[src/rtl/core/polyline_offset_points_macros.svh]
// Assertion macros shared by the polyline offset RTL.
// Expects i_clk and i_rst_n in the scope of each use.
`ifndef POLYLINE_OFFSET_POINTS_MACROS_SVH
`define POLYLINE_OFFSET_POINTS_MACROS_SVH

// Check on every clock edge once reset is released
`define POP_ASSERT(lbl, prop, msg) \
    lbl: assert property (@(posedge i_clk) disable iff (!i_rst_n) prop) else $error(msg);

// Check that post holds in the cycle after pre, reset released on both edges
`define POP_ASSERT_NEXT(lbl, pre, post, msg) \
    lbl: assert property (@(posedge i_clk) disable iff (!i_rst_n) (pre) |=> (post)) \
        else $error(msg);

`endif

[src/rtl/core/pop_pkg.sv]
// Package for the polyline offset block: field widths, FSM state type and
// the control structs passed between the sequencer, root lanes and output stage.
package pop_pkg;

    localparam int COORD_W       = 16;   // vertex coordinate
    localparam int DIFF_W        = 17;   // chord component and its magnitude
    localparam int WIDTH_W       = 13;   // stroke width register
    localparam int OUT_W         = 21;   // offset point coordinate
    localparam int SQ_W          = 34;   // ex^2 + ey^2
    localparam int N_W           = 29;   // stroke width times chord magnitude
    localparam int NSQ_W         = 2 * N_W;
    localparam int FRAC_BITS_DEF = 4;

    localparam logic [WIDTH_W-1:0] WIDTH_RESET = WIDTH_W'(16);

    localparam int OUT_MAX = 2 ** (OUT_W - 1) - 1;
    localparam int OUT_MIN = -(2 ** (OUT_W - 1));

    typedef enum logic [2:0] {
        ST_IDLE,
        ST_MUL1,
        ST_MUL2,
        ST_INIT,
        ST_ROOT,
        ST_DONE
    } t_state;

    typedef struct packed {
        logic load;
        logic step;
    } t_root_ctl;

    typedef struct packed {
        logic degen;    // both neighbors coincide
        logic oy_neg;   // y offset of the right point is negative
        logic oy_zero;  // vertical chord, y offset is zero
    } t_sign;

endpackage

[src/rtl/core/pop_root.sv]
// One root lane: finds t = floor(num / sqrt(sq)) one bit per cycle while step is set, MSB first,
// and returns the rounded half q = (t + 1) / 2. Depends on pop_pkg.
module pop_root import pop_pkg::*; #(
    parameter int FRAC_BITS = FRAC_BITS_DEF
) (
    input  logic                          i_clk,
    input  t_root_ctl                     i_ctl,
    input  logic [NSQ_W-1:0]              i_nsq,
    input  logic [SQ_W-1:0]               i_sq,
    output logic [WIDTH_W+FRAC_BITS-1:0]  o_q
);

    localparam int TW = WIDTH_W + FRAC_BITS;
    localparam int RW = 2 * TW + SQ_W;

    // r_rem = num^2 - t^2*sq, r_a = t*sq*2^(b+1), r_b = sq*2^(2b)
    logic [RW-1:0] r_rem;
    logic [RW-1:0] r_a;
    logic [RW-1:0] r_b;
    logic [TW-1:0] r_t;

    logic [RW-1:0] w_trial;
    logic [RW:0]   w_diff;
    logic          w_take;
    logic [RW-1:0] w_a_acc;
    logic [TW:0]   w_t1;

    // Trial subtract for the current bit
    always_comb begin
        w_trial = r_a + r_b;
        w_diff  = {1'b0, r_rem} - {1'b0, w_trial};
        w_take  = ~w_diff[RW];
        w_a_acc = w_take ? (w_trial + r_b) : r_a;
    end

    // Load operands, then advance one root bit per step
    always_ff @(posedge i_clk) begin
        if (i_ctl.load) begin
            r_rem <= RW'(i_nsq) << (2 * FRAC_BITS);
            r_a   <= '0;
            r_b   <= RW'(i_sq) << (2 * TW - 2);
            r_t   <= '0;
        end else if (i_ctl.step) begin
            if (w_take) begin
                r_rem <= w_diff[RW-1:0];
            end
            r_a <= w_a_acc >> 1;
            r_b <= r_b >> 2;
            r_t <= {r_t[TW-2:0], w_take};
        end
    end

    // Round to nearest, ties away from zero
    assign w_t1 = {1'b0, r_t} + (TW + 1)'(1);
    assign o_q  = w_t1[TW:1];

endmodule

[config.mk]
export PLATFORM = sky130hd
export DESIGN_NAME = pop_root
export DESIGN_NICKNAME = d
export VERILOG_FILES = /design/src/rtl/core/polyline_offset_points_macros.svh /design/src/rtl/core/pop_pkg.sv /design/src/rtl/core/pop_root.sv
export SDC_FILE = /design/constraint.sdc
export NUM_CORES = 1
export LEC_CHECK = 0
export BUFFER_PORTS_ARGS = -buffer_cell sky130_fd_sc_hd__buf_2
export CAP_MARGIN = 0
export CORE_UTILIZATION = 56
export CTS_BUF_LIST = sky130_fd_sc_hd__clkbuf_4 sky130_fd_sc_hd__clkbuf_8
export DETAILED_ROUTE_END_ITERATION = 16
export PLACE_DENSITY = 0.79
export SYNTH_ARGS = -nofsm -noshare
export SYNTH_HDL_FRONTEND = slang
export SYNTH_SLANG_ARGS = --single-unit
[constraint.sdc]
create_clock -name i_clk -period 7.15 [get_ports i_clk]
set_input_delay 2.145 -clock i_clk [delete_from_list [all_inputs] [get_ports i_clk]]
set_output_delay 2.145 -clock i_clk [all_outputs]
set_load 0.01 [all_outputs]
# ---- Yosys cells after proc, flatten, opt, wreduce, memory -nomap -nowiden
# Index checks and enable logic that the tools add are counted.
dict set report word_totals {
  reg_bits 218
  latch_bits 0
  ram_bits 0
  mem_bits_ro 0
  input_bits 95
  output_inout_bits 17
  mem_count 0
}
dict set report op_classes {
  addsub 4
  mul 0
  div_mod_pow 0
  n_lt_le_gt_ge 0
  n_eq_ne 1
  n_shift 0
  mux 6
  bitwise 1
  reduce_logical 3
}
# op count
set op_table {}
lappend op_table {{two-way mux 66 bit} 5}
lappend op_table {{subtractor 68 x 68 -> 69 bit} 1}
lappend op_table {{adder 67 x 66 -> 68 bit} 1}
lappend op_table {{adder 68 x 66 -> 68 bit} 1}
lappend op_table {{two-way mux 68 bit} 1}
lappend op_table {{adder 17 x 1 -> 18 bit, second input constant} 1}
lappend op_table {{AND reduction 2 bit} 2}
lappend op_table {{inequality test 2 bit, second input constant} 1}
lappend op_table {{nonzero test 2 bit} 1}
lappend op_table {{NOT 1 bit} 1}

# ---- Longest topological paths before layout
dict set report depth {
  depth_word 5
  mapped_depth 30
  mapped_depth_nobuf 28
}

# ---- Worst setup path after synthesis
# OpenSTA, ideal clock, no wires.
dict set report synth_timing {
  path_type {reg-to-reg}
  start {reg r_a[0]}
  end {reg r_rem[10], enable pin}
  setup_ns 0.417
  arrival_time_ns 6.543
  t_required_ns 6.733
  setup_slack_ns 0.190
  stages_incl_launch_ff 27
  period_less_slack_ns 6.960
  cell_sequence {dfxtp_1 ha_1 inv_1 fa_1 nand2b_1 a21oi_1 o21ai_0 a21boi_0 o21ai_0 a211oi_1 nor3_1 o21ai_0 a21oi_1 o21ai_0 a221o_1 xnor2_1 ha_1 clkbuf_1 nand4_1 or4_1 or3_1 o211ai_2 o21ai_2 o21ai_4 nand2_1 clkbuf_1 nand2_1}
}
dict set report synth_between {
  elab_chain_len 4
}
# item line_no
set synth_lines {}
lappend synth_lines {{start: declaration} pop_root.sv:18} ;# logic [RW-1:0] r_a;
lappend synth_lines {{start signal: assignment} pop_root.sv:47} ;# r_a <= w_a_acc >> 1;
lappend synth_lines {{adder 67 x 66 -> 68 bit} pop_root.sv:30} ;# w_trial = r_a + r_b;
lappend synth_lines {{subtractor 68 x 68 -> 69 bit} pop_root.sv:31} ;# w_diff = {1'b0, r_rem} - {1'b0, w_trial};
lappend synth_lines {{inequality test 2 bit (no source line)} --}
lappend synth_lines {{AND reduction 2 bit (no source line)} --}
lappend synth_lines {{end signal: assignment} pop_root.sv:39} ;# r_rem <= RW'(i_nsq) << (2 * FRAC_BITS);
lappend synth_lines {{end signal: assignment} pop_root.sv:45} ;# r_rem <= w_diff[RW-1:0];
lappend synth_lines {{end: declaration} pop_root.sv:17} ;# logic [RW-1:0] r_rem;
# Every way passes these cells.
# A chain may end at the register's enable or synchronous reset.

# ---- Worst setup path in the final report
dict set report layout_timing {
  start {reg r_b[20]}
  end {reg r_rem[67]}
}
dict set report layout_between {
  elab_chain_len 4
}
# item line_no
set layout_lines {}
lappend layout_lines {{start: declaration} pop_root.sv:19} ;# logic [RW-1:0] r_b;
lappend layout_lines {{start signal: assignment} pop_root.sv:41} ;# r_b <= RW'(i_sq) << (2 * TW - 2);
lappend layout_lines {{start signal: assignment} pop_root.sv:48} ;# r_b <= r_b >> 2;
lappend layout_lines {{adder 67 x 66 -> 68 bit *} pop_root.sv:30}
lappend layout_lines {{subtractor 68 x 68 -> 69 bit *} pop_root.sv:31}
lappend layout_lines {{NOT 1 bit (no source line)} --}
lappend layout_lines {{AND reduction 2 bit (no source line)} --}
# Mark *: on every way between the ends. The rest lies on a longest branch, timed or not.

==> results.rst <==
.. list-table::
   :header-rows: 1

   * - Metric
     - Value
   * - Flip-flop and latch count after synthesis
     - 218
   * - Leading post-synthesis cells by cell area
     - sky130_fd_sc_hd__edfxtp_1, sky130_fd_sc_hd__dfxtp_1, sky130_fd_sc_hd__ha_1
   * - Final wirelength
     - between 60 and 70 mm
   * - Count of final setup violators
     - 0
   * - Internal portion of total power
     - about 5.4 mW
   * - Area growth, synth to finish
     - 9.41%
   * - Proportion of power drawn by flip-flops and latches
     - 0.174
   * - Share of cells above drive strength 1
     - 0.0947
   * - Worst setup SP type
     - flop
   * - Cell with the largest stage delay on the worst path
     - sky130_fd_sc_hd__or4_1
   * - Global-route congestion overflow total
     - 0
   * - Number of hold-repair buffers added at the cts stage
     - 0
   * - Number of detailed-routing iterations run before antenna repair
     - 8
   * - Wire length of the first global-routing pass
     - about 100 mm
   * - Die Wd
     - 194 µm
   * - Fraction of the yosys area taken by sequential cells
     - 0.256
   * - Remaining max-slew budget at the tightest pin
     - 0.353
   * - Async set-reset flop share out of synthesis
     - 0
   * - Hold Slack
     - 0.468 ns
   * - Design Power
     - 10.8 mW
   * - Worst r2r src
     - r_b[20]
   * - Floorplan die area
     - 37,600 µm²
   * - Clk buf depth
     - 3
   * - Worst R2R Setup Slack
     - 0.26 ns
   * - Post-synth top area cell
     - sky130_fd_sc_hd__edfxtp_1
   * - # nets final
     - 2,990
   * - Proportion of power drawn by the clock network
     - 0.135
   * - Clock transition at the registers of the reported paths
     - 0.06 ns
   * - Ratio of final minimum period to clock period
     - 0.964
   * - # clock sinks
     - 218
   * - Post-synth cell types
     - 75
   * - Max-slew violation total from the final report
     - 0
   * - Iter 0 DRT Violations
     - 1,961
   * - Number of H-tree levels
     - 2
   * - GP Congestion
     - 0.993
   * - Number of top-level pins
     - 112
   * - TritonCTS clock tree
     - done
   * - Number of antenna diodes
     - 0
   * - Critical path buffers and inverters
     - 2
   * - Clock skew
     - between 0.03 and 0.04 ns
   * - Largest delay contributor family on the critical path
     - compound AO/OA/AOI/OAI gates
   * - Detailed placement HPWL
     - 47.9 mm
   * - Count of unresolved DRC violations after routing
     - 0
   * - Switching Power
     - 5.48 mW
   * - Combinational share of power
     - 0.692
   * - Cell area after synthesis
     - 20,600 µm²
   * - Number of vias per cell
     - 6.40
   * - Setup Total Neg Slack
     - 0 ns
   * - Critical Path Max Stage Delay
     - ~0.47 ns
   * - Via count of the first global-routing pass
     - roughly 19,000
   * - CP Data Required Time
     - 7.70 ns
   * - Clock insertion delay at the later pin of the skew report
     - 0.63 ns
   * - Switching part of the total
     - 0.505
   * - Die H
     - just under 200 µm
   * - Path class of the lowest-slack min-delay path
     - reg -> reg
   * - Sink of the worst hold path
     - r_rem[3]
   * - Root Buffer
     - sky130_fd_sc_hd__clkbuf_8
   * - Count of buffers inserted at the top-level ports
     - 111
   * - Crit path DAT
     - ~7.4 ns
   * - Peak supply drop
     - roughly 360 µV
   * - Maximum number of pins on one net before global-route repair
     - about 170
   * - Yosys synthesis warning count
     - 0
   * - Number of hold-slack violations in the final timing report
     - 0
   * - Terminus of the critical flop-to-flop path
     - r_rem[67]
   * - Path type of the worst setup path
     - reg -> reg
   * - DR WL/cell
     - 19.7 µm
   * - Synth top area share
     - 0.134
   * - Number of buffers created by CTS
     - 44
   * - Hold path depth
     - 2
   * - Count of flip-flops with a built-in enable after synthesis
     - 92
   * - Slew at the pin closest to its max-slew limit
     - between 0.9 and 1 ns
   * - Initial Util
     - 0.575
   * - Overall track demand over capacity in global routing
     - 0.324
   * - Average cell area after synthesis
     - between 7 and 8 µm²
   * - R2R depth
     - 27
   * - Number of rows created at floorplan
     - 69
   * - Hold Startpoint
     - r_rem[3]
   * - Multi-input gate area in the final layout
     - 14,400 µm²
   * - Post-Syn Instances
     - roughly 2,600
   * - Count of maximum capacitance violations
     - 0
   * - Kind of end point of the critical path
     - flop
   * - P per Cell Area
     - about 480 nW/µm²
   * - Most common flop cell mapped by yosys
     - sky130_fd_sc_hd__dfxtp_1
   * - Post-Synthesis Net Count
     - between 2,000 and 3,000
   * - Antenna violations before repair
     - 0
   * - Layout filler cell count
     - between 3,000 and 4,000
   * - Area occupied by registers
     - about 5300 µm²
   * - Worst-path fanout max
     - 51
   * - Total number of vias
     - 20,378
   * - Outcome
     - completed
   * - Antenna-violating nets left
     - 0
   * - Max Clock Freq
     - approximately 150 MHz
   * - Tmin final
     - just under 7 ns
   * - Core Region
     - between 30,000 and 40,000 µm²
   * - Leakage
     - 10.2 nW
[power groups by stage]
stage          clock network, mW  logic, mW  registers [mW]
5_1_grt                     1.53       8.13            1.91
3_5_place_dp                   0       7.22            1.89
3_3_place_gp                   0       7.17            1.89
6_report                    1.46       7.50            1.88
4_1_cts                     1.48       7.29            1.87
2_1_floorplan                  0       5.47            1.81
[logic make-up (layout without fill, tap and decap cells)]
kind of cell | Yosys count | in the layout | synth area share
AO/OA/AOI/OAI | 885 | 885 | 0.280
XOR/XNOR | 201 | 201 | 0.0853
adder cells (fa/ha/maj) | 204 | 204 | 0.125
buffers and inverters | 275 | 358 | 0.0515
flip-flops | 218 | 218 | 0.256
multiplexers | 54 | 54 | 0.0262
AND/OR/NAND/NOR | 805 | 805 | 0.176
[cell type report]
class / count / area share
clock buffer: 57 / 0.0336
timing repair buffer: 144 / 0.0390
tap: 461 / 0.0255
multi-input combinational: 2149 / 0.636
inverter: 134 / 0.0223
clock inverter: 23 / 0.00964
sequential: 218 / 0.234
[what timing repair did]
action                                  CTS  global route
buffers inserted                          0             1
gates resized for setup                   0            15
endpoints found under the setup margin    0           153
[worst max-delay path by stage]
| stage | startpoint | end | slack [ns] | depth (start not counted) |
|---|---|---|---|---|
| global placement | r_b[20] | r_rem[47] | 0.18 | 24 |
| CTS | r_b[20] | r_rem[22] | 0.1 | 24 |
| detailed placement | r_b[20] | r_rem[47] | 0.12 | 24 |
| floorplan | r_a[0] | r_rem[10] | 0.19 | 26 |
| finish | r_b[20] | r_rem[67] | 0.26 | 27 |
| global route | r_a[20] | r_a[6] | -0.002 | 25 |
[tightest hold or removal path, cell delays in order, from the launching register on]
cell and delay (ns):
sky130_fd_sc_hd__dfxtp_1 0.31, sky130_fd_sc_hd__nand2_1 0.05, sky130_fd_sc_hd__a21oi_1 0.05
[per-stage QoR]
step	cell area (µm²)	setup slack, ns	cells	utilization
6_report	22600	0.257	3186	0.629
5_1_grt	22600	-0.00163	3186	0.629
4_1_cts	22500	0.0954	3185	0.627
3_5_place_dp	21500	0.123	3105	0.600
3_3_place_gp	21500	0.180	3105	0.600
2_1_floorplan	20600	0.190	2642	-
[sequential cells by signal, indices dropped and copies added, names as in the netlist]
name,count
r_a,67
r_b,66
r_rem,68
r_t,17
[placed cells by master, fill, tap and decap left out, types with 75 or more instances in the layout]
| master | synthesis | final |
|---|---|---|
| sky130_fd_sc_hd__nand2_1 | 312 | 310 |
| sky130_fd_sc_hd__a21oi_1 | 245 | 244 |
| sky130_fd_sc_hd__xor2_1 | 76 | 75 |
| sky130_fd_sc_hd__dfxtp_1 | 126 | 126 |
| sky130_fd_sc_hd__ha_1 | 201 | 199 |
| sky130_fd_sc_hd__buf_2 | 18 | 109 |
| sky130_fd_sc_hd__nor2_1 | 219 | 219 |
| sky130_fd_sc_hd__o21ai_0 | 169 | 166 |
| sky130_fd_sc_hd__inv_1 | 133 | 133 |
| sky130_fd_sc_hd__a21o_1 | 111 | 111 |
| sky130_fd_sc_hd__xnor2_1 | 125 | 123 |
| sky130_fd_sc_hd__edfxtp_1 | 92 | 92 |
[synthesized netlist by cell type (41+ instances only)]
| library cell | instances |
|---|---|
| sky130_fd_sc_hd__nand2_1 | 312 |
| sky130_fd_sc_hd__a21oi_1 | 245 |
| sky130_fd_sc_hd__nor2_1 | 219 |
| sky130_fd_sc_hd__ha_1 | 201 |
| sky130_fd_sc_hd__o21ai_0 | 169 |
| sky130_fd_sc_hd__inv_1 | 133 |
| sky130_fd_sc_hd__dfxtp_1 | 126 |
| sky130_fd_sc_hd__xnor2_1 | 125 |
| sky130_fd_sc_hd__clkbuf_1 | 113 |
| sky130_fd_sc_hd__a21o_1 | 111 |
| sky130_fd_sc_hd__edfxtp_1 | 92 |
| sky130_fd_sc_hd__xor2_1 | 76 |
| sky130_fd_sc_hd__mux2i_1 | 54 |
| sky130_fd_sc_hd__nand3_1 | 52 |
| sky130_fd_sc_hd__nand4_1 | 48 |
| sky130_fd_sc_hd__a311oi_1 | 46 |
| sky130_fd_sc_hd__nor3_1 | 41 |
| sky130_fd_sc_hd__o21bai_1 | 41 |
[routing by layer]
layer | part of all wire | GRT usage | up-vias
li1 | - | - | 9759
met2 | 0.43 | 0.489 | 942
met1 | 0.46 | 0.471 | 9559
met3 | 0.089 | 0.0452 | 118
met4 | 0.028 | 0.111 | 0
met5 | 0 | 0 | -
Note: power is estimated with default switching activity, not from simulation.
