--- config.mk ---
export PLATFORM = sky130hd
export DESIGN_NAME = pop_pack
export DESIGN_NICKNAME = d
export VERILOG_FILES = /design/src/rtl/core/pop_pkg.sv /design/src/rtl/core/pop_pack.sv
export VERILOG_INCLUDE_DIRS = /design/src /design/src/rtl/core
export SDC_FILE = /design/constraint.sdc
export NUM_CORES = 1
export LEC_CHECK = 0
export ABC_AREA = 1
export BUFFER_PORTS_ARGS = -buffer_cell sky130_fd_sc_hd__buf_4
export CAP_MARGIN = 0
export CORE_AREA = 10 10 147 149
export CTS_BUF_LIST = sky130_fd_sc_hd__clkbuf_4 sky130_fd_sc_hd__clkbuf_8 sky130_fd_sc_hd__clkbuf_16
export CTS_CLUSTER_DIAMETER = 30
export DETAILED_ROUTE_END_ITERATION = 10
export DIE_AREA = 0 0 157 159
export PLACE_DENSITY_LB_ADDON = 0.05
export SETUP_SLACK_MARGIN = 0.02
export SYNTH_ARGS = -nofsm -noshare
export SYNTH_HDL_FRONTEND = slang
export SYNTH_SLANG_ARGS = --single-unit
--- constraint.sdc ---
create_clock -name i_clk -period 4.1 [get_ports i_clk]
set_input_delay 0.41 -clock i_clk [delete_from_list [all_inputs] [get_ports i_clk]]
set_output_delay 0.41 -clock i_clk [all_outputs]
set_load 0.02 [all_outputs]
--- src/rtl/core/polyline_offset_points_macros.svh ---
// Assertion macros shared by the polyline offset RTL.
// Expects i_clk and i_rst_n in the scope of each use.
`ifndef POLYLINE_OFFSET_POINTS_MACROS_SVH
`define POLYLINE_OFFSET_POINTS_MACROS_SVH

// Check on every clock edge once reset is released
`define POP_ASSERT(lbl, prop, msg) \
    lbl: assert property (@(posedge i_clk) disable iff (!i_rst_n) prop) else $error(msg);

// Check that post holds in the cycle after pre, reset released on both edges
`define POP_ASSERT_NEXT(lbl, pre, post, msg) \
    lbl: assert property (@(posedge i_clk) disable iff (!i_rst_n) (pre) |=> (post)) \
        else $error(msg);

`endif

--- src/rtl/core/pop_pkg.sv ---
// Package for the polyline offset block: field widths, FSM state type and
// the control structs passed between the sequencer, root lanes and output stage.
package pop_pkg;

    localparam int COORD_W       = 16;   // vertex coordinate
    localparam int DIFF_W        = 17;   // chord component and its magnitude
    localparam int WIDTH_W       = 13;   // stroke width register
    localparam int OUT_W         = 21;   // offset point coordinate
    localparam int SQ_W          = 34;   // ex^2 + ey^2
    localparam int N_W           = 29;   // stroke width times chord magnitude
    localparam int NSQ_W         = 2 * N_W;
    localparam int FRAC_BITS_DEF = 4;

    localparam logic [WIDTH_W-1:0] WIDTH_RESET = WIDTH_W'(16);

    localparam int OUT_MAX = 2 ** (OUT_W - 1) - 1;
    localparam int OUT_MIN = -(2 ** (OUT_W - 1));

    typedef enum logic [2:0] {
        ST_IDLE,
        ST_MUL1,
        ST_MUL2,
        ST_INIT,
        ST_ROOT,
        ST_DONE
    } t_state;

    typedef struct packed {
        logic load;
        logic step;
    } t_root_ctl;

    typedef struct packed {
        logic degen;    // both neighbors coincide
        logic oy_neg;   // y offset of the right point is negative
        logic oy_zero;  // vertical chord, y offset is zero
    } t_sign;

endpackage

--- src/rtl/core/pop_pack.sv ---
// Output stage: applies offset signs, adds them to the middle vertex, saturates
// and holds the result beat in the output register. Depends on pop_pkg.
`include "polyline_offset_points_macros.svh"

module pop_pack import pop_pkg::*; #(
    parameter int FRAC_BITS = FRAC_BITS_DEF
) (
    input  logic                          i_clk,
    input  logic                          i_rst_n,
    input  logic                          i_load,
    input  logic signed [COORD_W-1:0]     i_mid_x,
    input  logic signed [COORD_W-1:0]     i_mid_y,
    input  logic [WIDTH_W+FRAC_BITS-1:0]  i_qx,
    input  logic [WIDTH_W+FRAC_BITS-1:0]  i_qy,
    input  t_sign                         i_sgn,
    input  logic                          i_out_ready,
    output logic                          o_out_valid,
    output logic signed [OUT_W-1:0]       o_left_x,
    output logic signed [OUT_W-1:0]       o_left_y,
    output logic signed [OUT_W-1:0]       o_right_x,
    output logic signed [OUT_W-1:0]       o_right_y,
    output logic                          o_degenerate
);

    localparam int TW = WIDTH_W + FRAC_BITS;
    localparam int SW = COORD_W + FRAC_BITS + 2;
    localparam int EW = (SW > OUT_W) ? SW : OUT_W + 1;
    localparam logic signed [EW-1:0] E_MAX = EW'(OUT_MAX);
    localparam logic signed [EW-1:0] E_MIN = EW'(OUT_MIN);

    function automatic logic signed [OUT_W-1:0] sat(input logic signed [SW-1:0] v);
        logic signed [EW-1:0] e;
        e = EW'(v);
        if (e > E_MAX) begin
            e = E_MAX;
        end else if (e < E_MIN) begin
            e = E_MIN;
        end
        return e[OUT_W-1:0];
    endfunction

    logic                    r_valid;
    logic signed [OUT_W-1:0] r_left_x;
    logic signed [OUT_W-1:0] r_left_y;
    logic signed [OUT_W-1:0] r_right_x;
    logic signed [OUT_W-1:0] r_right_y;
    logic                    r_degen;

    logic signed [SW-1:0] w_mx;
    logic signed [SW-1:0] w_my;
    logic signed [SW-1:0] w_ox;
    logic signed [SW-1:0] w_oy_mag;
    logic signed [SW-1:0] w_oy;

    // Scale the middle vertex and build signed offsets
    always_comb begin
        w_mx     = SW'(i_mid_x) <<< FRAC_BITS;
        w_my     = SW'(i_mid_y) <<< FRAC_BITS;
        w_ox     = i_sgn.degen ? '0 : SW'($signed({1'b0, i_qx}));
        w_oy_mag = (i_sgn.degen || i_sgn.oy_zero) ? '0 : SW'($signed({1'b0, i_qy}));
        w_oy     = i_sgn.oy_neg ? -w_oy_mag : w_oy_mag;
    end

    // Hold the beat until taken
    always_ff @(posedge i_clk) begin
        if (!i_rst_n) begin
            r_valid <= 1'b0;
        end else if (i_load) begin
            r_valid <= 1'b1;
        end else if (i_out_ready) begin
            r_valid <= 1'b0;
        end
    end

    always_ff @(posedge i_clk) begin
        if (i_load) begin
            r_left_x  <= sat(w_mx - w_ox);
            r_left_y  <= sat(w_my - w_oy);
            r_right_x <= sat(w_mx + w_ox);
            r_right_y <= sat(w_my + w_oy);
            r_degen   <= i_sgn.degen;
        end
    end

    assign o_out_valid  = r_valid;
    assign o_left_x     = r_left_x;
    assign o_left_y     = r_left_y;
    assign o_right_x    = r_right_x;
    assign o_right_y    = r_right_y;
    assign o_degenerate = r_degen;

    `POP_ASSERT(a_degen_points_meet, (r_valid && r_degen) |-> (r_left_x == r_right_x && r_left_y == r_right_y), "degenerate beat with distinct points")

endmodule

---- Word level (Yosys, flattened, before mapping) ----
Cells that the tools add are included.
word-level totals
  output and inout port bits .............. 86
  input bits .............................. 73
  word-level logic and storage cells ...... 30
  register bits ........................... 86
cells by class
  muxes and demuxes ....................... 9
  magnitude comparators ................... 8
  reductions and logical operators ........ 2
  add/sub/neg operators ................... 5
operator list
  kind                                                                               count
  21-bit 2-to-1 mux                                                                  4
  22-bit by 21-bit greater-than comparator with 1-bit output, second input constant  2
  22-bit by 21-bit < comparator with 1-bit output, second input constant             2
  21-bit greater-than comparator, second input constant                              2
  21-bit < comparator, second input constant                                         2
  17-bit 2-to-1 mux                                                                  2
  20-bit by 22-bit adder with 22-bit output                                          1
  22-bit 2-to-1 mux                                                                  1
  17-bit negation with 22-bit output                                                 1
  20-bit by 22-bit subtractor with 22-bit output                                     1
  20-bit by 18-bit adder with 21-bit output                                          1
  20-bit by 18-bit subtractor with 21-bit output                                     1
  1-bit 2-to-1 mux                                                                   2
  2-bit nonzero test                                                                 1
  1-bit logical OR                                                                   1

---- Longest topological paths before layout ----
Gate-level depths: netlist of run 1.
  depth after elaboration ................. 7
  depth in mapped cells ................... 30
  gate-level depth less buffers ........... 25

---- Worst setup path after synthesis of run 1 ----
Ideal clock, no wire load.
  path kind ............................... input to register
  start ................................... input port i_sgn[2] in the netlist's numbering
  end ..................................... register r_left_y[14], in the netlist o_left_y[14] (data pin)
  path slack .............................. 0.418 ns
  cell stages on the path ................. 28
  arrival time ............................ 3.426 ns
  required time ........................... 3.844 ns
  cells stage by stage .................... buf_6 > nor2_8 > buf_6 > buf_2 > nand2_1 > ha_1 > nand4_1 > nor2_1 > nand4_1 > nor2_1 > nand3_1 > nand2_1 > xnor2_1 > inv_1 > ha_1 > buf_2 > inv_1 > a21oi_1 > o21ai_1 > a21oi_1 > nand2_1 > nor2_1 > nand3_1 > nand2_2 > nand2_2 > buf_6 > nand2_1 > nand2_1
between the ends
  cells in the longest elaborated chain, start to end .. 7
ends and longest elaborated chain
  what                                              line            source
  start: declaration                                pop_pack.sv:15  input t_sign i_sgn,
  1-bit logical OR *                                pop_pack.sv:60  w_oy_mag = (i_sgn.degen || i_sgn.oy_zero) ? '0 : SW'($signed({1'b0, i_qy}));
  17-bit 2-to-1 mux *                               pop_pack.sv:60
  17-bit negation with 22-bit output                pop_pack.sv:61  w_oy = i_sgn.oy_neg ? -w_oy_mag : w_oy_mag;
  22-bit 2-to-1 mux *                               pop_pack.sv:61
  20-bit by 22-bit subtractor with 22-bit output *  pop_pack.sv:78  r_left_y <= sat(w_my - w_oy);
  22-bit by 21-bit < comparator with 1-bit output   pop_pack.sv:36  end else if (e < E_MIN) begin
  21-bit 2-to-1 mux                                 pop_pack.sv:36
  end signal: assignment                            pop_pack.sv:78
  end: declaration                                  pop_pack.sv:44  logic signed [OUT_W-1:0] r_left_y;
Every way passes the cells marked *; elsewhere a longest branch is shown, timed or not.
A chain may end at the register's enable or synchronous reset.

---- Final worst setup path of run 1 ----
  start ................................... input port i_sgn[2] in the netlist's numbering
  end ..................................... register r_left_y[16], in the netlist o_left_y[16] (data pin)
The elaborated chain is that of the path after synthesis.

==> results of run 1 <==
report_power, final:
group	internal (mW)	switching [mW]
clock	0.444	0.345
combinational	0.612	1.03
sequential	1.20	0.0454
total	2.26	1.42
layer usage:
layer	share of wire (%)	wire length [µm]
met1	43	9330
met2	49	10500
met4	1.6	348
met3	6.3	1360
met5	0	0
placed cells by master, fill, tap and decap left out, types with 4 or more instances in the layout:
cell type	instances
a21boi_0	5
a21oi_1	63
buf_4	175
clkbuf_16	9
edfxtp_1	85
ha_1	69
inv_1	141
nand2_1	250
nand2_2	14
nand3_1	46
nand4_1	11
nor2_1	76
nor3_1	17
o21a_1	4
o21ai_0	46
o21bai_1	8
xor2_1	66
per-stage QoR:
step | worst slack, ps | util (%)
final | 378 | 49.2
after global routing | 83.9 | 49.2
after detailed placement | 75.6 | 47.6
after floorplan | 418 | -
after CTS | 430 | 49.2
after global placement | 82.0 | 47.6
layout make-up:
class                      count  area, µm²  share of cell area, %
sequential                    86       2570                   28.2
tap                          234        293                   3.20
clock buffer                  11        253                   2.77
inverter                     144        541                   5.92
multi-input combinational    709       4110                   45.0
timing repair buffer         176       1330                   14.6
clock inverter                 5       32.5                  0.356
worst max path at each step:
stage,from,end,cells after the start
2_1_floorplan,i_sgn[2],o_left_y[14],28
3_3_place_gp,i_sgn[2],o_left_y[17],21
3_5_place_dp,i_sgn[2],o_left_y[17],21
4_1_cts,i_sgn[2],o_left_y[17],21
5_1_grt,i_sgn[2],o_left_y[14],21
6_report,i_sgn[2],o_left_y[16],21
flip-flops by register name, summed over array words and instances, names as in the netlist:
name          flops
o_left_x         21
o_left_y         21
o_right_x        21
o_right_y        21
o_degenerate      1
o_out_valid       1
logic make-up (layout without fill, tap and decap cells):
group / after synthesis / count (layout)
and+or+nand+nor: 426 / 426
adders and majority gates: 71 / 71
buffers and inverters: 170 / 336
AOI/OAI and AO/OA: 143 / 143
DFF: 86 / 86
xor gates and xnor gates: 69 / 69
==> run_results.csv, run 1 <==
group,metric,value,unit
outcome,status,"finished, final reports clean",
clock_tree,root_buffer,"clkbuf_16",
critical_path,crit_fanout,20,
critical_path,worst-endpoint-required,4190,ps
timing,fmaxAchievable,269,MHz
floorplan,num_io_pins,159,
yosys,synth-main-ff-cell,"edfxtp_1",
grt,grt.busiest_layer,"met2",
yosys,yosysMostFrequentCell,"nand2_1",
yosys,muxShareOfSynthArea,0,%
yosys,synth-xor-area-share,8.20,%
grt,grt.overflow.total,0,
detailed_routing,wire_per_inst,15.8,µm
placed_design,dpl_cell_area,8850,µm²
placed_design,port_buffers,158,
placed_design,hpwlAfterDp,18.0,mm
detailed_routing,drtIter0Drc,385,
critical_path,cpLargestDelayFamily,"simple AND/OR/NAND/NOR gates",
clock_tree,cts_buffers,9,
timing,rsz0062_at_grt,"false",
timing,setup_viol,0,
floorplan,dieArea,25000,µm²
timing,relSlewSlack,27.3,%
power,ir_worst_vdd,0.183,mV
critical_path,r2r_cells,3,
yosys,synth_top_family_by_area,"simple AND/OR/NAND/NOR gates",
critical_path,startpoint_type,"input pin",
cells_and_area,num_antenna_cells,0,
floorplan,die_h,159,µm
grt,grt_util_met2,29.5,%
yosys,synth-edff-count,85,
critical_path,path_buf_inv,2,
grt,grt_use_total,17.1,%
cells_and_area,fill_cells,1939,
yosys,ys_types,43,
grt,grt_pass1_wl,34.5,mm
critical_path,r2r-start,"o_out_valid",
yosys,synth_nets,1109,
yosys,synth_area_leaders,"edfxtp_1, nand2_1, ha_1",
yosys,yosysTopAreaCell,"edfxtp_1",
detailed_routing,vias_per_cell,4.85,
grt,use_met1,21.0,%
yosys,synthSimpleGateAreaFrac,24.6,%
timing,worst_clock_skew,0,ps
yosys,synth-async-reset-ratio,0,%
detailed_routing,firstDrtPassIters,7,
critical_path,critPathSlowestCell,"ha_1",
detailed_routing,vias,6621,
critical_path,crit_path_max_incr_delay,410,ps
clock_tree,cts_max_path_buffers,2,
hold_path,hp-start,"i_rst_n",
clock_tree,cts.clk_slew.worst_paths,60,ps
critical_path,worstPathCellList,"buf_4, nor2_8, nand2_1, ha_1, nand4_1, nor2_1, nand4_1, nand2_1, xor2_1, ha_1, inv_1, a21oi_1, o21ai_0, a21oi_1, nor2_1, nor2_1, nand3_1, nand2_2, nand2_2, nand2_1, nand2_1",
hold_path,holdPathEnd,"o_out_valid",
yosys,yosys-top-cells-count,"nand2_1, inv_1, edfxtp_1, nor2_1, ha_1",
yosys,synth_top_area_share,34.6,%
hold_path,hold_path_depth,2,
yosys,synthesis.area,7370,µm²
grt,antenna_found_initial,0,
timing,slew_viol_final,0,
detailed_routing,drc,0,
power,p_per_area,403,nW/µm²
detailed_routing,ant_nets,0,
critical_path,arrival,3810,ps
cells_and_area,layout-drive-gt1-share,19.1,%
clock_tree,cts-resized-gates,0,
timing,fin_crit_sh,90.8,%
floorplan,rows,50,
critical_path,r2r_slack,3460,ps
job,max_cap_viol_count,0,
yosys,yosys_warnings,0,
critical_path,crit_type,"in2reg",
clock_tree,ctsHoldBuffers,0,
cells_and_area,area.growth.synth_to_final,23.9,%
floorplan,initial_core_util,39.7,%
yosys,synth_compound_area_share,10.7,%
critical_path,end_kind,"register",
yosys,syn-mean-instance-area,7.64,µm²
placed_design,gp_congestion,0.912,
detailed_routing,drt-total-wl,21.6,mm
placed_design,placed_cells,1349,
clock_tree,cts_max_level,3,
cells_and_area,nets,1270,
clock_tree,cts.sinks,86,
power,power,3.68,mW
critical_path,cpMostUsedCell,"nand2_1",
floorplan,fp.dieW,157,µm
yosys,ys_seq_area_share,34.9,%
yosys,syn_inst,965,
timing,period_needed,3720,ps
hold_path,min_path_type,"in2reg",
yosys,ys_seq_elements,86,
cells_and_area,final_cell_area,9140,µm²
grt,gr-usage-met3,3.29,%
critical_path,r2r-end,"o_out_valid",
cells_and_area,instances_no_fill,1365,
grt,grt_max_degree,87,
clock_tree,post-cts-setup-buffer-count,0,
floorplan,coreArea,18600,µm²
power,p_leak,4.64,nW
timing,tightest_slew,1090,ps
clock_tree,clk_latency,340,ps
timing,hold_violations,0,
grt,grt_pass1_vias,6728,
timing,tns,0,ps
yosys,synth-adder-area-share,12.3,%
clock_tree,cts_tree,"built",
timing,hold_slack,271,ps
(Power assumes the default switching activity.)
==> run 2, diff against run 1 <==
- ABC_AREA: 1 -> 0
- CORE_AREA: 10 10 147 149 -> 10 10 143 145
- DIE_AREA: 0 0 157 159 -> 0 0 153 155
==> run_results.csv, run 2 <==
group,metric,value,unit
clock_tree,cts_max_path_buffers,2,
detailed_routing,ant_nets,0,
yosys,yosys_warnings,0,
detailed_routing,vias,5899,
floorplan,dieArea,23700,µm²
yosys,synth-main-ff-cell,"edfxtp_1",
placed_design,gp_congestion,0.896,
yosys,synth-async-reset-ratio,0,%
timing,relSlewSlack,29.2,%
yosys,syn_inst,721,
grt,grt_pass1_vias,6206,
critical_path,path_buf_inv,4,
critical_path,startpoint_type,"input pin",
outcome,status,"finished, final reports clean",
timing,fmaxAchievable,253,MHz
critical_path,arrival,4030,ps
yosys,ys_seq_area_share,37.2,%
critical_path,crit_path_max_incr_delay,350,ps
yosys,yosysMostFrequentCell,"edfxtp_1",
cells_and_area,layout-drive-gt1-share,34.6,%
clock_tree,cts.sinks,86,
timing,hold_slack,291,ps
yosys,synth_top_area_share,36.9,%
critical_path,end_kind,"register",
clock_tree,clk_latency,330,ps
yosys,yosysTopAreaCell,"edfxtp_1",
power,p_leak,4.10,nW
detailed_routing,drc,0,
timing,rsz0062_at_grt,"true",
timing,hold_violations,0,
clock_tree,ctsHoldBuffers,0,
detailed_routing,wire_per_inst,16.5,µm
yosys,synth_nets,865,
hold_path,min_path_type,"in2reg",
floorplan,rows,49,
timing,worst_clock_skew,0,ps
cells_and_area,multi_input_area,4070,µm²
critical_path,critPathSlowestCell,"maj3_1",
detailed_routing,firstDrtPassIters,4,
power,p_per_area,387,nW/µm²
grt,grt_use_total,16.0,%
grt,antenna_found_initial,0,
yosys,synth_area_leaders,"edfxtp_1, ha_1, xnor2_1",
critical_path,crit_fanout,21,
floorplan,num_io_pins,159,
yosys,synthesis.area,6920,µm²
timing,tns,0,ps
yosys,syn-mean-instance-area,9.60,µm²
critical_path,cpMostUsedCell,"buf_4",
detailed_routing,drtIter0Drc,285,
critical_path,worst-endpoint-required,4170,ps
detailed_routing,drt-total-wl,19.5,mm
critical_path,crit_type,"in2reg",
grt,grt_pass1_wl,31.5,mm
job,max_cap_viol_count,0,
grt,grt_max_degree,87,
critical_path,cpLargestDelayFamily,"simple AND/OR/NAND/NOR gates",
detailed_routing,vias_per_cell,4.99,
cells_and_area,fill_cells,1652,
yosys,ys_types,66,
timing,period_needed,3960,ps
timing,setup_viol,0,
floorplan,coreArea,17700,µm²
timing,tightest_slew,1060,ps
placed_design,port_buffers,158,
clock_tree,cts_tree,"built",
floorplan,fp.dieW,153,µm
cells_and_area,num_antenna_cells,0,
power,ir_worst_vdd,0.204,mV
timing,fin_crit_sh,96.5,%
cells_and_area,final_common_cell,"buf_4",
floorplan,die_h,155,µm
cells_and_area,utilization,53.2,%
cells_and_area,ff_latch_area,2570,µm²
cells_and_area,nets,1094,
yosys,yosys-top-cells-count,"edfxtp_1, ha_1, inv_1, nor2_1, a21oi_1",
clock_tree,cts_buffers,9,
clock_tree,root_buffer,"clkbuf_16",
clock_tree,cts_max_level,3,
clock_tree,cts.clk_slew.worst_paths,60,ps
cells_and_area,most-common-layout-cells,"buf_4, edfxtp_1, ha_1",
grt,grt.overflow.total,0,
placed_design,hpwlAfterDp,16.1,mm
timing,slew_viol_final,0,
cells_and_area,area.growth.synth_to_final,35.7,%
yosys,ys_seq_elements,86,
yosys,synth-edff-count,85,
critical_path,worstPathCellList,"buf_4, nor2_2, nand2_1, ha_2, buf_4, nor2b_1, nor2_1, nor3_2, ha_1, buf_4, nor4_2, nand2_1, o311ai_2, nor3_4, o41ai_4, a31oi_1, xor2_2, buf_12, maj3_1",
floorplan,initial_core_util,39.2,%
==> run 2: changes by cell type after synthesis, sizes merged, moves of 11 or more <==
| cell | previous run | this run |
|---|---|---|
| inv | 143 | 71 |
| xnor2 | 3 | 51 |
| a21oi | 63 | 52 |
| nand2b | 0 | 24 |
| or3 | 0 | 11 |
| maj3 | 0 | 23 |
| nor2 | 78 | 64 |
| nand2 | 266 | 24 |
| xor2 | 66 | 19 |
| nor2b | 0 | 14 |
| nand3 | 47 | 8 |
==> run 2: power by group <==
group	switching [mW]	leakage (nW)	internal, mW
clock	0.332	0.145	0.529
sequential	0.0437	0.840	1.19
combinational	0.845	3.12	0.697
==> run 2: final timing paths <==
check / startpoint / end / slack [ps] / cells after the start
worst max-delay path: i_sgn[2] / o_left_y[0] / 140 / 19
worst min-delay path: i_rst_n / o_out_valid / 290 / 2
worst min register to register: o_out_valid / o_out_valid / 620 / 2
worst max register to register: o_out_valid / o_out_valid / 3390 / 2
==> run 2: routing by layer <==
layer  GRT usage (%)  part of all wire (%)  wire [µm]
met1            19.5                    44       8650
met2            27.6                    49       9640
met3            3.47                   4.5        876
met4            5.22                   1.7        337
met5               0                     0          0
==> run 2: area by class of cell <==
type,instances,share of cell area (%)
clock buffer,9,2.40
clock inverter,6,0.932
inverter,71,2.84
multi-input combinational,536,43.3
sequential,86,27.4
tap,229,3.05
timing repair buffer,246,20.1
==> run 2: stage by stage <==
step	power [mW]	cells	cell area [µm²]	setup slack [ps]
finish	3.64	1183	9400	142
global route	3.85	1183	9400	-16.9
CTS	3.66	1182	9290	29.9
detailed placement	2.79	1167	8970	-388
global placement	2.77	1167	8970	-226
floorplan	2.13	721	6930	46.6
==> run 2: kinds of logic (layout without fill, tap and decap cells) <==
| group | after synthesis | count (layout) | synth area share [%] |
|---|---|---|---|
| compound gates | 177 | 177 | 16.7 |
| xor+xnor | 70 | 70 | 9.07 |
| fa+ha+maj | 94 | 94 | 16.7 |
| simple gates | 195 | 195 | 14.6 |
| buf+inv | 99 | 332 | 5.75 |
| flops | 86 | 86 | 37.2 |
==> run 2: what timing repair did <==
action	in CTS	in global routing
setup buffers	0	1
resized for setup	1	20
setup endpoints to repair	15	40
pin swaps	0	2
==> run 3, diff against run 2 <==
- CORE_AREA: 10 10 143 145 -> 2 2 97 192
- DIE_AREA: 0 0 153 155 -> 0 0 99 194
- clock period: 4.1 -> 4.5 ns (I/O delays scaled with it)
==> run_results.csv, run 3 (same netlist as run 2, synthesis figures left out) <==
group,metric,value,unit
cells_and_area,final_common_cell,"buf_4",
cells_and_area,area.growth.synth_to_final,29.9,%
grt,grt.overflow.total,0,
clock_tree,cts_max_path_buffers,2,
timing,hold_slack,307,ps
detailed_routing,wire_per_inst,17.0,µm
critical_path,crit_type,"in2reg",
detailed_routing,ant_nets,0,
floorplan,dieArea,19200,µm²
cells_and_area,fill_cells,1691,
detailed_routing,vias_per_cell,5.15,
hold_path,min_path_type,"in2reg",
cells_and_area,nets,1059,
clock_tree,cts_tree,"built",
placed_design,dp_slack,-113,ps
critical_path,worst-endpoint-required,4580,ps
cells_and_area,instances_no_fill,1133,
critical_path,end_kind,"register",
placed_design,hpwlAfterDp,16.3,mm
power,p_leak,3.92,nW
clock_tree,post-cts-setup-buffer-count,0,
clock_tree,cts.sinks,86,
timing,layout_setup_ws,196,ps
floorplan,coreArea,17700,µm²
clock_tree,cts_buffers,9,
placed_design,dpl_cell_area,8700,µm²
cells_and_area,utilization,50.8,%
clock_tree,cts_max_level,3,
critical_path,arrival,4390,ps
grt,grt_pass1_vias,6278,
cells_and_area,most-common-layout-cells,"buf_4, edfxtp_1, ha_1",
critical_path,crit_fanout,16,
cells_and_area,layout-drive-gt1-share,29.9,%
cells_and_area,final_cell_area,8990,µm²
outcome,status,"finished, final reports clean",
placed_design,placed_cells,1117,
clock_tree,cts.clk_slew.worst_paths,70,ps
job,max_cap_viol_count,0,
timing,tightest_slew,1080,ps
floorplan,die_h,194,µm
timing,fmaxAchievable,232,MHz
timing,slew_viol_final,0,
timing,relSlewSlack,27.7,%
critical_path,startpoint_type,"input pin",
placed_design,port_buffers,158,
floorplan,num_io_pins,159,
timing,worst_clock_skew,0,ps
detailed_routing,drtIter0Drc,246,
power,ir_worst_vdd,0.187,mV
clock_tree,root_buffer,"clkbuf_16",
grt,grt_pass1_wl,30.9,mm
detailed_routing,vias,5836,
floorplan,rows,69,
timing,hold_violations,0,
timing,fin_crit_sh,95.7,%
detailed_routing,firstDrtPassIters,4,
grt,grt_max_degree,87,
clock_tree,clk_latency,340,ps
grt,grt_use_total,20.3,%
grt,antenna_found_initial,0,
cells_and_area,num_antenna_cells,0,
clock_tree,ctsHoldBuffers,0,
timing,period_needed,4300,ps
placed_design,gp_congestion,0.929,
floorplan,fp.dieW,99,µm
floorplan,initial_core_util,39.1,%
detailed_routing,drc,0,
detailed_routing,drt-total-wl,19.2,mm
timing,setup_viol,0,
power,p_per_area,357,nW/µm²
timing,rsz0062_at_grt,"false",
## run 3: changes by cell type in the layout (fill, tap and decap cells not counted), moves of 3 or more
cell / change
nor3_1: +3
inv_6: +4
nor2_1: +3
nor3_2: -3
a21oi_2: -3
buf_4: -36
a21oi_1: +3
nor2_2: -3
## run 3: metal layers
metal | vias up | routed length, µm | GRT usage, % | part of all wire (%)
met5 | - | 0 | 0 | 0
met4 | 0 | 807 | 9.69 | 4.2
met3 | 41 | 714 | 2.16 | 3.7
met2 | 152 | 11400 | 42.1 | 59
met1 | 2711 | 6310 | 18.3 | 33
li1 | 2932 | - | - | -
## run 3: timing repair
action	CTS	global route
endpoints found under the setup margin	0	5
resized for setup	0	1
hold endpoints to repair	0	0
## run 3: path summary, 6_finish.rpt
path / start / endpoint / slack [ps] / cells after the start
setup / recovery: i_sgn[2] / o_right_y[10] / 200 / 19
hold reg to reg: o_out_valid / o_out_valid / 590 / 2
setup reg to reg: o_out_valid / o_out_valid / 3810 / 2
hold / removal: i_rst_n / o_out_valid / 310 / 2
## run 3: worst max-delay path, cell delays in order
cell and delay, ps:
buf_4 130, or2_1 240, o21ai_0 430, nand2_1 180, xor2_1 210, ha_1 220, fa_1 420, a21oi_1 170
o21bai_1 110, a21oi_1 290, buf_4 180, o21ai_1 130, o41ai_1 370, or4_1 180, nand3_1 110, buf_12 180
nor2_2 120, buf_12 160, o21ai_1 90
## run 3: cell type report
cell class	instances	area [µm²]	share of cell area, %
clock inverter	7	62.6	0.696
tap	213	267	2.96
sequential	86	2570	28.6
timing repair buffer	211	1630	18.2
inverter	71	267	2.96
multi-input combinational	536	3970	44.1
clock buffer	9	225	2.50
## run 3: metrics by stage
step           power [mW]  setup TNS (ps)
2_1_floorplan        1.94               0
3_3_place_gp         2.51            -481
3_5_place_dp         2.52           -2790
4_1_cts              3.25               0
5_1_grt              3.39               0
6_report             3.21               0
## run 3: report_power, final
group / switching, mW / total (mW) / internal, mW
sequential: 0.0432 / 1.13 / 1.08
combinational: 0.755 / 1.36 / 0.610
clock: 0.332 / 0.721 / 0.389
